$ cat src/hw/rtl/tfe_pkg.sv
package tfe_pkg;

  // Frame framing bytes
  localparam logic [7:0] SyncHi      = 8'hA5;
  localparam logic [7:0] SyncLo      = 8'h5A;
  localparam logic [7:0] TailByte    = 8'hAA;
  localparam logic [7:0] AttType     = 8'hA1;
  localparam logic [7:0] MotType     = 8'hA2;
  localparam logic [7:0] AttLength   = 8'd16;
  localparam logic [7:0] MotLength   = 8'd22;
  localparam logic [7:0] AttSumStart = 8'hB1;
  localparam logic [7:0] MotSumStart = 8'hB8;

  // Record geometry
  localparam int unsigned NumValues = 9;
  localparam int unsigned IdxW      = 5;
  localparam logic [IdxW-1:0] IdxSum    = 5'd3;  // header bytes end here
  localparam logic [IdxW-1:0] IdxFirstV = 5'd4;
  localparam logic [IdxW-1:0] AttSumIdx  = 5'd16;
  localparam logic [IdxW-1:0] MotSumIdx  = 5'd22;
  localparam logic [IdxW-1:0] AttLastIdx = 5'd17;
  localparam logic [IdxW-1:0] MotLastIdx = 5'd23;

  // Frame type codes
  typedef enum logic {
    CMD_ATTITUDE = 1'b0,
    CMD_MOTION   = 1'b1
  } cmd_e;

  // One classified record, words already in sign-magnitude form
  typedef struct packed {
    cmd_e                        cmd;
    logic [NumValues-1:0][15:0]  words;
  } rec_t;

  // Two's complement to 16-bit sign-magnitude; the most negative value wraps to zero
  function automatic logic [15:0] sign_mag(input logic [15:0] raw);
    logic [15:0] mag;
    mag = ~raw + 16'd1;
    if (raw[15]) begin
      return 16'h8000 + mag;
    end
    return raw;
  endfunction

endpackage

$ cat src/hw/rtl/tfe_front.sv
module tfe_front (
  input  logic                 clk_i,
  input  logic                 rst_ni,
  input  logic                 in_valid_i,
  output logic                 in_ready_o,
  input  logic                 command_i,
  input  logic [8:0][15:0]     values_i,
  output logic                 rec_valid_o,
  input  logic                 rec_ready_i,
  output tfe_pkg::rec_t        rec_o
);

  logic          valid_q, valid_d;
  tfe_pkg::rec_t rec_q, rec_d;

  // Stage takes a new record whenever it is empty or its record moves on
  assign in_ready_o = !valid_q || rec_ready_i;

  // Classify and convert every value to sign-magnitude
  always_comb begin
    rec_d.cmd = tfe_pkg::cmd_e'(command_i);
    for (int i = 0; i < tfe_pkg::NumValues; i++) begin
      rec_d.words[i] = tfe_pkg::sign_mag(values_i[i]);
    end
    valid_d = valid_q;
    if (in_ready_o) begin
      valid_d = in_valid_i;
    end
  end

  always_ff @(posedge clk_i or negedge rst_ni) begin
    if (!rst_ni) begin
      valid_q <= 1'b0;
    end else begin
      valid_q <= valid_d;
    end
  end

  always_ff @(posedge clk_i) begin
    if (in_valid_i && in_ready_o) begin
      rec_q <= rec_d;
    end
  end

  assign rec_valid_o = valid_q;
  assign rec_o       = rec_q;

endmodule

$ cat src/hw/rtl/tfe_queue.sv
module tfe_queue (
  input  logic           clk_i,
  input  logic           rst_ni,
  input  logic           push_valid_i,
  output logic           push_ready_o,
  input  tfe_pkg::rec_t  push_rec_i,
  output logic           pop_valid_o,
  input  logic           pop_ready_i,
  output tfe_pkg::rec_t  pop_rec_o
);

  tfe_pkg::rec_t mem_q [2];
  logic          wptr_q, wptr_d;
  logic          rptr_q, rptr_d;
  logic [1:0]    count_q, count_d;
  logic          push, pop;

  assign push_ready_o = (count_q != 2'd2);
  assign pop_valid_o  = (count_q != 2'd0);
  assign push = push_valid_i && push_ready_o;
  assign pop  = pop_valid_o && pop_ready_i;

  // Pointer and occupancy update
  always_comb begin
    wptr_d  = wptr_q ^ push;
    rptr_d  = rptr_q ^ pop;
    count_d = count_q + {1'b0, push} - {1'b0, pop};
  end

  always_ff @(posedge clk_i or negedge rst_ni) begin
    if (!rst_ni) begin
      wptr_q  <= 1'b0;
      rptr_q  <= 1'b0;
      count_q <= 2'd0;
    end else begin
      wptr_q  <= wptr_d;
      rptr_q  <= rptr_d;
      count_q <= count_d;
    end
  end

  always_ff @(posedge clk_i) begin
    if (push) begin
      mem_q[wptr_q] <= push_rec_i;
    end
  end

  assign pop_rec_o = mem_q[rptr_q];

endmodule

$ cat src/hw/rtl/tfe_back.sv
module tfe_back (
  input  logic           clk_i,
  input  logic           rst_ni,
  input  logic           rec_valid_i,
  output logic           rec_ready_o,
  input  tfe_pkg::rec_t  rec_i,
  output logic           out_valid_o,
  input  logic           out_ready_i,
  output logic [7:0]     frame_byte_o,
  output logic           last_byte_o
);

  logic [tfe_pkg::IdxW-1:0] idx_q, idx_d;
  logic [7:0]               sum_q, sum_d;
  logic                     out_valid_q, out_valid_d;
  logic [7:0]               out_byte_q;
  logic                     out_last_q;
  logic                     load, is_last, in_values;
  logic [7:0]               byte_sel;
  logic [tfe_pkg::IdxW-1:0] voff;
  logic [3:0]               widx;
  logic [15:0]              word;

  // Byte position decode
  assign is_last   = (rec_i.cmd == tfe_pkg::CMD_MOTION) ? (idx_q == tfe_pkg::MotLastIdx)
                                                        : (idx_q == tfe_pkg::AttLastIdx);
  assign voff      = idx_q - tfe_pkg::IdxFirstV;
  assign widx      = voff[tfe_pkg::IdxW-1:1];
  assign in_values = (idx_q > tfe_pkg::IdxSum) && !is_last &&
                     !((rec_i.cmd == tfe_pkg::CMD_MOTION) ? (idx_q == tfe_pkg::MotSumIdx)
                                                          : (idx_q == tfe_pkg::AttSumIdx));
  assign word      = (widx < 4'(tfe_pkg::NumValues)) ? rec_i.words[widx] : 16'h0000;

  // Output byte select
  always_comb begin
    if (idx_q == 5'd0) begin
      byte_sel = tfe_pkg::SyncHi;
    end else if (idx_q == 5'd1) begin
      byte_sel = tfe_pkg::SyncLo;
    end else if (idx_q == 5'd2) begin
      byte_sel = (rec_i.cmd == tfe_pkg::CMD_MOTION) ? tfe_pkg::MotLength
                                                    : tfe_pkg::AttLength;
    end else if (idx_q == tfe_pkg::IdxSum) begin
      byte_sel = (rec_i.cmd == tfe_pkg::CMD_MOTION) ? tfe_pkg::MotType
                                                    : tfe_pkg::AttType;
    end else if (is_last) begin
      byte_sel = tfe_pkg::TailByte;
    end else if (in_values) begin
      byte_sel = voff[0] ? word[7:0] : word[15:8];
    end else begin
      byte_sel = sum_q;
    end
  end

  // Load a byte when one is queued and the output register is free
  assign load        = rec_valid_i && (!out_valid_q || out_ready_i);
  assign rec_ready_o = load && is_last;

  always_comb begin
    idx_d       = idx_q;
    sum_d       = sum_q;
    out_valid_d = out_valid_q;
    if (load) begin
      out_valid_d = 1'b1;
      idx_d       = is_last ? '0 : idx_q + 5'd1;
      if (idx_q == 5'd0) begin
        sum_d = (rec_i.cmd == tfe_pkg::CMD_MOTION) ? tfe_pkg::MotSumStart
                                                   : tfe_pkg::AttSumStart;
      end else if (in_values) begin
        sum_d = sum_q + byte_sel;
      end
    end else if (out_ready_i) begin
      out_valid_d = 1'b0;
    end
  end

  always_ff @(posedge clk_i or negedge rst_ni) begin
    if (!rst_ni) begin
      idx_q       <= '0;
      out_valid_q <= 1'b0;
    end else begin
      idx_q       <= idx_d;
      out_valid_q <= out_valid_d;
    end
  end

  always_ff @(posedge clk_i) begin
    sum_q <= sum_d;
    if (load) begin
      out_byte_q <= byte_sel;
      out_last_q <= is_last;
    end
  end

  assign out_valid_o  = out_valid_q;
  assign frame_byte_o = out_byte_q;
  assign last_byte_o  = out_last_q;

endmodule

$ cat src/hw/rtl/telemetry_frame_encoder.sv
// A record passes through the front stage register, the queue and the
// output byte register before its first byte shows. Throughput: one frame
// byte per cycle while out_ready_i is high; an attitude frame is 18 bytes
// long and a motion frame 24. The front stage and a two-record queue hold
// up to three records, the one being sent included.
// Reset (rst_ni low, asynchronous) empties all stages; no state is kept
// between records.
module telemetry_frame_encoder (
  input  logic         clk_i,
  input  logic         rst_ni,
  input  logic         in_valid_i,
  output logic         in_ready_o,
  input  logic         command_i,
  input  logic [15:0]  value_0_i,
  input  logic [15:0]  value_1_i,
  input  logic [15:0]  value_2_i,
  input  logic [15:0]  value_3_i,
  input  logic [15:0]  value_4_i,
  input  logic [15:0]  value_5_i,
  input  logic [15:0]  value_6_i,
  input  logic [15:0]  value_7_i,
  input  logic [15:0]  value_8_i,
  output logic         out_valid_o,
  input  logic         out_ready_i,
  output logic [7:0]   frame_byte_o,
  output logic         last_byte_o
);

  logic [8:0][15:0] values;
  logic             f_valid, f_ready;
  tfe_pkg::rec_t    f_rec;
  logic             q_valid, q_ready;
  tfe_pkg::rec_t    q_rec;

  assign values = {value_8_i, value_7_i, value_6_i, value_5_i, value_4_i,
                   value_3_i, value_2_i, value_1_i, value_0_i};

  tfe_front u_front (
    .clk_i       (clk_i),
    .rst_ni      (rst_ni),
    .in_valid_i  (in_valid_i),
    .in_ready_o  (in_ready_o),
    .command_i   (command_i),
    .values_i    (values),
    .rec_valid_o (f_valid),
    .rec_ready_i (f_ready),
    .rec_o       (f_rec)
  );

  tfe_queue u_queue (
    .clk_i        (clk_i),
    .rst_ni       (rst_ni),
    .push_valid_i (f_valid),
    .push_ready_o (f_ready),
    .push_rec_i   (f_rec),
    .pop_valid_o  (q_valid),
    .pop_ready_i  (q_ready),
    .pop_rec_o    (q_rec)
  );

  tfe_back u_back (
    .clk_i        (clk_i),
    .rst_ni       (rst_ni),
    .rec_valid_i  (q_valid),
    .rec_ready_o  (q_ready),
    .rec_i        (q_rec),
    .out_valid_o  (out_valid_o),
    .out_ready_i  (out_ready_i),
    .frame_byte_o (frame_byte_o),
    .last_byte_o  (last_byte_o)
  );

endmodule

$ cat config.mk
export PLATFORM = sky130hd
export DESIGN_NAME = telemetry_frame_encoder
export DESIGN_NICKNAME = d
export VERILOG_FILES = /design/src/hw/rtl/tfe_pkg.sv /design/src/hw/rtl/tfe_front.sv /design/src/hw/rtl/tfe_queue.sv /design/src/hw/rtl/tfe_back.sv /design/src/hw/rtl/telemetry_frame_encoder.sv
export SDC_FILE = /design/constraint.sdc
export NUM_CORES = 1
export LEC_CHECK = 0
export BUFFER_PORTS_ARGS = -buffer_cell sky130_fd_sc_hd__buf_2
export CAP_MARGIN = 30
export CORE_AREA = 4 4 263 265
export DETAILED_ROUTE_END_ITERATION = 7
export DIE_AREA = 0 0 267 269
export HOLD_SLACK_MARGIN = 0.03
export SETUP_SLACK_MARGIN = 0.5
export SYNTH_ARGS = -nofsm -noshare
export SYNTH_HDL_FRONTEND = slang
export SYNTH_SLANG_ARGS = --single-unit
$ cat constraint.sdc
create_clock -name clk_i -period 6.55 [get_ports clk_i]
set_clock_uncertainty 0.15 [all_clocks]
set_input_delay 0.3275 -clock clk_i [delete_from_list [all_inputs] [get_ports clk_i]]
set_output_delay 0.3275 -clock clk_i [all_outputs]
set_load 0.02 [all_outputs]
==> results of run 1 <==
[cells in the mapped netlist, drive strengths merged (4+ instances only)]
library cell / n / area [µm²]
xor2: 6 / 52.6
and3: 4 / 25.0
nand2b: 26 / 163
a211oi: 5 / 37.5
a2111oi: 4 / 35.0
mux2i: 23 / 234
edfxtp: 452 / 13600
nand3: 15 / 75.1
nor4: 6 / 37.5
a31oi: 5 / 31.3
mux2: 10 / 116
nor2: 32 / 120
nand2: 93 / 349
clkbuf: 17 / 63.8
o21ai: 57 / 289
a21oi: 10 / 50.1
or4: 21 / 158
o31a: 10 / 87.6
o41ai: 10 / 95.1
and2: 7 / 43.8
dfrtp: 11 / 275
ha: 27 / 338
or3: 9 / 56.3
nor3: 25 / 125
o221ai: 5 / 43.8
nor2b: 7 / 43.8
a21boi: 5 / 37.5
xnor2: 120 / 1050
inv: 34 / 128
mux4: 65 / 1460
buf: 22 / 125
o31ai: 36 / 270
o22ai: 7 / 43.8
[worst max-delay path by stage]
stage,end
after floorplan,u_queue.mem_q[1][0]
after global placement,u_back.sum_q[6]
after detailed placement,u_back.sum_q[6]
after CTS,u_back.sum_q[6]
after global routing,u_back.sum_q[6]
final,u_back.sum_q[6]
[cell usage in the layout (no fill, tap or decap), types with 3 or more instances in the layout]
cell	instances
a21oi_1	10
and3_1	4
a2111oi_0	4
or3_1	9
o221ai_1	5
nor2_1	32
nor4_1	6
a31oi_1	5
edfxtp_1	452
nand2_1	93
o31a_1	10
a21boi_0	5
inv_1	34
clkbuf_1	8
xor2_1	6
o31ai_1	36
dlygate4sd3_1	150
o21ai_1	3
clkinv_1	11
nor3_1	25
buf_2	159
mux4_2	65
o41ai_1	9
o21ai_0	53
a211oi_1	5
ha_1	25
dfrtp_1	9
o22ai_1	7
clkinv_2	8
or4_1	21
nor2b_1	7
mux2_2	9
mux2i_1	22
buf_4	14
clkinvlp_4	4
clkbuf_16	50
nand2b_1	26
nand3_1	15
and2_1	6
xnor2_1	120
[worst reg2reg max path, cell delays in order (launching register included)]
cell	delay [ps]
dfrtp_1	330
buf_4	310
inv_1	100
ha_1	830
and3b_1	310
o21ai_1	200
a221o_1	360
o221ai_1	290
o21ai_0	140
o22ai_1	190
ha_1	210
inv_1	60
fa_1	380
nor2b_1	150
o21ai_0	110
a21boi_0	230
o21ai_0	120
a21boi_0	200
nor3_1	70
[registers in the layout, summed over array words and instances (netlist names)]
register             count
u_back.frame_byte_o      8
u_back.idx_q             5
u_back.last_byte_o       1
u_back.out_valid_o       1
u_back.sum_q             8
u_front.rec_o          145
u_front.rec_valid_o      1
u_queue.count_q          2
u_queue.mem_q          290
u_queue.rptr_q           1
u_queue.wptr_q           1
[layer usage]
| metal | track usage, % | up-vias | wire, µm |
|---|---|---|---|
| li1 | - | 5448 | - |
| met1 | 16.9 | 5758 | 20600 |
| met2 | 22.8 | 253 | 23900 |
| met3 | 1.93 | 68 | 1720 |
| met4 | 3.90 | 0 | 1130 |
| met5 | 0 | - | 0 |
[power by group through the flow]
stage | clock network (mW) | registers (mW) | logic (mW)
global route | 2.79 | 4.85 | 3.33
detailed placement | 0 | 4.84 | 2.98
finish | 2.59 | 4.77 | 3.05
global placement | 0 | 4.81 | 2.97
CTS | 2.67 | 4.79 | 3.08
floorplan | 0 | 4.76 | 2.05
[cell type report]
type                       instances  area [µm²]  area share [%]
sequential                       463       13900            55.9
multi-input combinational        679        5760            23.2
tap                              873        1090            4.41
timing repair buffer             324        2420            9.78
clock inverter                    29         230           0.930
clock buffer                      58        1280            5.17
inverter                          34         128           0.515
[repair_timing]
action,4_1_cts,5_1_grt
hold buffers,150,0
hold endpoints to repair,152,0
buffers inserted,0,0
[logic make-up after synthesis]
family	after synthesis	share of synthesized area, %
xor+xnor	126	5.55
fa+ha+maj	28	1.80
simple gates	254	6.37
buf+inv	73	1.59
flops	463	69.6
mux	98	9.12
compound gates	173	5.96
[through the flow]
| stage | instance area (µm²) | worst slack [ps] | hold slack, ps | cells | util [%] |
|---|---|---|---|---|---|
| after CTS | 24800 | 1580 | 31.9 | 2460 | 37.1 |
| after floorplan | 19900 | 1720 | -118 | 1215 | - |
| after global routing | 24800 | 1240 | 53.4 | 2460 | 37.1 |
| final | 24800 | 1550 | 75.2 | 2460 | 37.1 |
| after global placement | 21700 | 1680 | 85.3 | 2223 | 32.6 |
| after detailed placement | 21700 | 1610 | 82.2 | 2223 | 32.6 |
==> results_dict.tcl, run 1 <==
set metrics [dict create \
    fmax_mhz 200 \
    die_w_um 267 \
    hp-class "input pin to register" \
    antenna_left 0 \
    synth.distinct_cells 62 \
    wl_mm 47.4 \
    intPower_mw 7.12 \
    cp_max_fo 30 \
    wl_per_cell_um 19.3 \
    yosysSeqAreaShare_pct 69.6 \
    switching_share_pct 31.6 \
    drc_errors 0 \
    fin_crit_ps 5000 \
    grt_usage_pct 13.0 \
    hold_viol_final 0 \
    powerDensity_nw_per_um2 420 \
    hold_end "u_front.rec_o[111]" \
    cts_root_buffer "clkbuf_16" \
    path_clk_slew_ps 60 \
    p_leak_nw 8.61 \
    p_switching_mw 3.29 \
    rsz0062_at_grt "false" \
    cts_buffers 49 \
    worst_slew_pin_slew_ps 969 \
    syn_area_um2 19900 \
    worst-path-stages 18 \
    ys_ff_latch 463 \
    dp.final_hpwl_mm 33.2 \
    setup_violations 0 \
    timing.setup.tns_ps 0 \
    syn_area_per_cell_um2 16.4 \
    gp_congestion 0.837 \
    drv_cap 0 \
    fin_crit_sh_pct 76.4 \
    cts_buffer_depth 3 \
    viasPerCell 4.69 \
    insertion_delay_ps 590 \
    worstPathRequired_ps 6720 \
    place.port_buffers 159 \
    cp_cell_sequence "buf_4 -> inv_1 -> ha_1 -> and3b_1 -> o21ai_1 -> a221o_1 -> o221ai_1 -> o21ai_0 -> o22ai_1 -> ha_1 -> inv_1 -> fa_1 -> nor2b_1 -> o21ai_0 -> a21boi_0 -> o21ai_0 -> a21boi_0 -> nor3_1" \
    core_area_um2 66800 \
    antenna_cells 0 \
    grt_first_pass_wirelength_mm 71.3 \
    overflow 0 \
    std_cell_rows 95 \
    r2r-end "u_back.sum_q[6]" \
    synth_top_flop_cell "edfxtp_1" \
    p_total_mw 10.4 \
    ir_drop_v 0.000218 \
    endpoint_kind "register" \
    initial_core_util_pct 29.8 \
    syn_nets 1392 \
    vias 11500 \
    area_growth_pct 24.5 \
    slew_headroom_pct 35.4 \
    path_buf_inv 3 \
    r2r_slack_ps 1550 \
    clkPwrFrac_pct 24.9 \
    drt_iter0_drc 754 \
    async_flop_share_pct 2.38 \
    reg2reg_depth 18 \
    hold-path-cell-count 2 \
    postSynthCellCount 1215 \
    cts_tree "done" \
    r2r-start "u_back.idx_q[2]" \
    crit_start "u_back.idx_q[2]" \
    ioPinCount 160 \
    synth-edff-count 452 \
    pwr-share-seq_pct 45.8 \
    share_comb_of_total_power_pct 29.3 \
    layout.nets 1728 \
    arrival_ps 5170 \
    drive_gt1_share_pct 20.5 \
    hold_path_startpoint "value_6_i[15]" \
    first_pass_iters 4 \
    antenna_found_initial 0 \
    clkSinkCount 463 \
    status "complete, no violations" \
    grt_max_degree 66 \
    cts.repair.resized 0 \
    maxSlewViolCount 0 \
    cpMaxStageDelayCell "ha_1" \
    nFillCells 6275 \
    ys_warn_count 0 \
    cts_max_level 2 \
    critPathKind "register to register" \
    cpLargestDelayFamily "compound AO/OA/AOI/OAI gates" \
    slowest_delay_ps 830 \
    cp-start-kind "register" \
    die_area_um2 71800 \
    cp_common_cell "o21ai_0" \
    grt_pass1_vias 11800 \
    die_h_um 269 \
]
Power figures use the tool's default switching activity.
==> inputs of run 2 (changes only) <==
- ABC_AREA: not set -> 1
- CORE_AREA: 4 4 263 265 -> 4 4 269 271
- DIE_AREA: 0 0 267 269 -> 0 0 273 275
- clock period: 6.55 -> 4.1 ns (I/O delays scaled with it)
==> results_dict.tcl, run 2 <==
set metrics [dict create \
    status "complete, no violations" \
    ioPinCount 160 \
    r2r-end "u_back.sum_q[6]" \
    synth_most_common_cell "edfxtp_1" \
    yosysSeqAreaShare_pct 66.7 \
    rsz0062_at_grt "true" \
    ys_ff_latch 463 \
    layout_common_cells "edfxtp_1 (452), nand2_1 (298), dlygate4sd3_1 (237)" \
    grt_first_pass_wirelength_mm 82.7 \
    reg2reg_depth 26 \
    cts_buffers 50 \
    cts_root_buffer "clkbuf_16" \
    synth_top_flop_cell "edfxtp_1" \
    cts_tree "done" \
    cp-start-kind "register" \
    regMostFlops "u_queue.mem_q" \
    fmax_mhz 274 \
    cp_common_cell "nand2_1" \
    yosys-top-cells-area "edfxtp_1 (65%), nand2_1 (5.8%), nor2_1 (4.1%), xor2_1 (4.0%), o21ai_0 (3.7%)" \
    hold_end "u_front.rec_o[101]" \
    dp.final_hpwl_mm 35.8 \
    syn_area_per_cell_um2 11.3 \
    area_growth_pct 33.2 \
    syn_nets 2008 \
    initial_core_util_pct 29.8 \
    fin_crit_ps 3650 \
    clkSinkCount 463 \
    endpoint_kind "register" \
    ys_warn_count 0 \
    wl_mm 56.2 \
    hold-path-cell-count 4 \
    layout.nets 2462 \
    arrival_ps 3840 \
    insertion_delay_ps 580 \
    grt_max_degree 146 \
    die_h_um 275 \
    path_buf_inv 5 \
    die_area_um2 75100 \
    hold_path_startpoint "value_6_i[1]" \
    drt_iter0_drc 1094 \
    slew_headroom_pct 37.9 \
    worst-path-stages 26 \
    ir_drop_v 0.000563 \
    layout_setup_ws_ps 448 \
    post-place-ws_ps 129 \
    drive_gt1_share_pct 17.2 \
    std_cell_rows 97 \
    r2r_slack_ps 450 \
    r2r-start "u_queue.rptr_q" \
    worst_slew_pin_slew_ps 931 \
    viasPerCell 4.56 \
    cts_buffer_depth 3 \
    postSynthCellCount 1831 \
    grt_usage_pct 14.1 \
    setup_violations 0 \
    maxSlewViolCount 0 \
    core_area_um2 69800 \
    grt_pass1_vias 14700 \
    vias 14900 \
    synth.distinct_cells 45 \
    cpLargestDelayFamily "simple AND/OR/NAND/NOR gates" \
    wl_per_cell_um 17.2 \
    gp_congestion 0.884 \
    powerDensity_nw_per_um2 738 \
    synth-edff-count 452 \
    fin_util_pct 39.6 \
    yosysTopAreaCell "edfxtp_1" \
    drv_cap 0 \
    slowest_delay_ps 520 \
    cp_max_fo 6 \
    hp-class "input pin to register" \
    syn_area_um2 20800 \
    antenna_found_initial 2 \
    fin_crit_sh_pct 89.1 \
    first_pass_iters 5 \
    worstPathRequired_ps 4290 \
    antenna_left 0 \
    synth_commonest_cells "edfxtp_1 (452), nand2_1 (321), nor2_1 (229), inv_1 (173), o21ai_0 (152)" \
    p_leak_nw 10.9 \
    place.port_buffers 159 \
    cpMaxStageDelayCell "dfrtp_4" \
    async_flop_share_pct 2.38 \
    overflow 0 \
    hold_viol_final 0 \
    final_common_cell "edfxtp_1" \
    critPathKind "register to register" \
    drc_errors 0 \
    die_w_um 273 \
    largest_register_ff_count 290 \
    cts_max_level 2 \
    synth.top_cell.area_share_pct 65.4 \
    path_clk_slew_ps 60 \
]
## run 2: cell types whose count changed in the layout (fill, tap and decap cells not counted), moves of 83 or more
cell           previous run  this run
o21ai_0                  53       136
dlygate4sd3_1           150       237
nand2_1                  93       298
nor2_1                   32       225
inv_1                    34       167
xor2_1                    6        96
xnor2_1                 120        29
## run 2: per-stage QoR
step / cell area (µm²) / std cells / hold slack (ps) / total power [mW] / setup TNS (ps)
after floorplan: 20800 / 1831 / -241 / 12.2 / -207780
after global placement: 22700 / 2891 / -40.8 / 14.2 / 0
after detailed placement: 22700 / 2891 / -36.9 / 14.3 / 0
after CTS: 27000 / 3238 / 48.6 / 19.5 / 0
after global routing: 27600 / 3266 / 121 / 21.6 / 0
final: 27600 / 3267 / 84.1 / 20.4 / 0
## run 2: power breakdown
part | switching (mW) | leakage, nW | internal, mW
logic | 5.16 | 5.67 | 3.06
registers | 0.555 | 4.39 | 7.17
clock network | 1.81 | 0.798 | 2.64
total | 7.52 | 10.9 | 12.9
## run 2: worst min-delay path: cells and delay by family
kind / cells / cell delay, ps
and+or+nand+nor: 1 / 80
xor gates and xnor gates: 1 / 90
buffers and inverters: 1 / 100
AOI/OAI and AO/OA: 1 / 150
## run 2: metal layers
layer | vias up | wire length, µm | global-route usage [%]
met4 | 0 | 2060 | 5.30
met1 | 7193 | 22100 | 16.6
met3 | 104 | 3110 | 2.51
met5 | - | 0 | 0
li1 | 7187 | - | -
met2 | 420 | 29000 | 25.6
## run 2: layout make-up
| class | instances | area, µm² |
|---|---|---|
| Timing Repair Buffer | 464 | 4120 |
| Clock buffer | 55 | 1290 |
| Multi-Input combinational cell | 1124 | 6160 |
| Antenna cell | 2 | 5.00 |
| Sequential cell | 463 | 13900 |
| Clock inverter | 37 | 330 |
| Fill cell | 6586 | 42100 |
| Tap cell | 940 | 1180 |
| Inverter | 181 | 701 |
| Timing Repair inverter | 1 | 8.76 |
## run 2: worst max-delay path by stage
stage,startpoint,endpoint,slack (ps)
after floorplan,u_queue.count_q[1],u_queue.mem_q[1][0],-720
after CTS,u_queue.rptr_q,u_back.sum_q[6],500
after global routing,u_queue.rptr_q,u_back.sum_q[6],230
final,u_queue.rptr_q,u_back.sum_q[6],450
after global placement,u_back.idx_q[3],u_back.sum_q[7],280
after detailed placement,u_back.idx_q[2],u_back.sum_q[6],130
## run 2: cell families (layout without fill, tap and decap cells)
group / after synthesis / count (layout) / synth area share [%]
adders and majority gates: 28 / 28 / 1.72
and+or+nand+nor: 709 / 709 / 14.3
AOI/OAI and AO/OA: 260 / 260 / 6.89
DFF: 463 / 463 / 66.7
xor gates and xnor gates: 127 / 127 / 5.48
other: 0 / 2 / 0
buffers and inverters: 244 / 738 / 4.90
## run 2: what timing repair did
action	4_1_cts	5_1_grt
buffers inserted	15	17
endpoints found under the hold margin	158	0
hold buffers	237	0
endpoints found under the setup margin	4	4
gates resized for setup	37	71
gates cloned	3	10
pin swaps	7	42
==> inputs of run 3 (changes only) <==
- CORE_AREA: 4 4 269 271 -> 4 4 202 204
- DIE_AREA: 0 0 273 275 -> 0 0 206 208
- PLACE_DENSITY: not set -> 0.75
- SLEW_MARGIN: not set -> 20
==> results_dict.tcl, run 3 (synthesis gave the netlist of run 2 again) <==
set metrics [dict create \
    cts_root_buffer "clkbuf_16" \
    maxSlewViolCount 0 \
    grt_pass1_vias 15600 \
    cts_max_level 2 \
    drc_errors 0 \
    insertion_delay_ps 580 \
    p_total_mw 21.1 \
    rsz0062_at_grt "true" \
    hp-class "input pin to register" \
    met2_usage_pct 45.6 \
    fin_crit_ps 3860 \
    cts_buffer_depth 3 \
    initial_core_util_pct 52.9 \
    antenna_found_initial 2 \
    slew_headroom_pct 40.1 \
    fin_util_pct 69.4 \
    overflow 0 \
    endpoint_kind "register" \
    core_area_um2 39300 \
    grt_usage_pct 25.2 \
    placedCellCount 2487 \
    cp_common_cell "nand2_1" \
    critPathKind "register to register" \
    layout.nets 2460 \
    area_growth_pct 31.3 \
    worst_slew_pin_slew_ps 899 \
    ir_drop_v 0.000467 \
    nFillCells 2508 \
    dp.final_hpwl_mm 31.7 \
    stdcell_count 2848 \
    die_h_um 208 \
    fin_crit_sh_pct 94.2 \
    antenna_left 0 \
    grt_first_pass_wirelength_mm 84.8 \
    grt_max_degree 146 \
    drt_iter0_drc 1656 \
    p_leak_nw 10.9 \
    grt_util_met3_pct 3.41 \
    place.port_buffers 159 \
    cts_tree "done" \
    vias 15800 \
    ioPinCount 160 \
    gp_congestion 0.879 \
    status "complete, no violations" \
    hold_viol_final 0 \
    layout_common_cells "edfxtp_1 (452), nand2_1 (294), dlygate4sd3_1 (224)" \
    drv_cap 0 \
    drive_gt1_share_pct 18.3 \
    worstPathRequired_ps 4260 \
    viasPerCell 5.56 \
    std_cell_rows 73 \
    wl_per_cell_um 20.0 \
    cp-start-kind "register" \
    fmax_mhz 259 \
    cp_max_fo 7 \
    arrival_ps 4020 \
    first_pass_iters 6 \
    wl_mm 57.0 \
    top_usage_layer "met2" \
    cts_buffers 45 \
    final_common_cell "edfxtp_1" \
    slowest_delay_ps 520 \
    clkSinkCount 463 \
    path_clk_slew_ps 60 \
    powerDensity_nw_per_um2 773 \
    largest_register_ff_count 290 \
    grt_use_met1_pct 30.6 \
    setup_violations 0 \
    regMostFlops "u_queue.mem_q" \
    die_area_um2 42800 \
    die_w_um 206 \
    cpMaxStageDelayCell "dfrtp_4" \
]
## run 3: power breakdown
part	total, mW	switching (mW)	internal (mW)
Sequential	7.75	0.589	7.16
Combinational	8.84	5.44	3.40
Clock	4.50	1.81	2.68
## run 3: timing repair
item | CTS | global route
hold buffers | 224 | 0
pin swaps | 22 | 54
resized for setup | 55 | 79
gates cloned | 8 | 6
hold endpoints to repair | 158 | 0
endpoints found under the setup margin | 4 | 5
buffers inserted | 21 | 15
## run 3: metrics by stage
step | cell area (µm²) | hold slack, ps | setup TNS, ps | worst slack [ps]
3_5_place_dp | 22300 | -44.7 | 0 | 223
4_1_cts | 26700 | 216 | 0 | 485
5_1_grt | 27300 | 229 | 0 | 34.1
3_3_place_gp | 22300 | -50.7 | 0 | 338
6_report | 27300 | 235 | 0 | 238
2_1_floorplan | 20800 | -241 | -207780 | -717
## run 3: metal layers
layer,vias up,share of wire (%)
li1,7167,-
met1,7607,36
met2,866,53
met3,200,7.0
met4,0,4.4
met5,-,0
## run 3: final timing paths
path	to	depth (start not counted)	slack, ps	startpoint
min in group asynchronous	u_queue.rptr_q	3	600	rst_ni
max in group asynchronous	u_back.idx_q[1]	3	2750	rst_ni
max	u_back.sum_q[6]	29	240	u_queue.rptr_q
min reg2reg	u_queue.mem_q[1][83]	0	280	u_front.rec_o[83]
max reg2reg	u_back.sum_q[6]	29	240	u_queue.rptr_q
min	u_front.rec_o[80]	2	230	value_5_i[0]
## run 3: layout make-up
type	instances	area (µm²)	share of cell area, %
inverters	181	706	2.59
repair buffers	467	4160	15.3
clock buffers	52	1150	4.23
well taps	525	657	2.41
multi-input cells	1124	6240	22.9
clock inverters	32	470	1.73
diodes	3	7.51	0.0275
flip-flops and latches	463	13900	50.8
repair inverters	1	8.76	0.0321
## run 3: worst max-delay path, delay by kind of cell, from the launching register on
| family | cells | cell delay (ps) |
|---|---|---|
| compound gates | 5 | 560 |
| fa+ha+maj | 2 | 540 |
| buf+inv | 6 | 590 |
| flops | 1 | 520 |
| simple gates | 16 | 1220 |
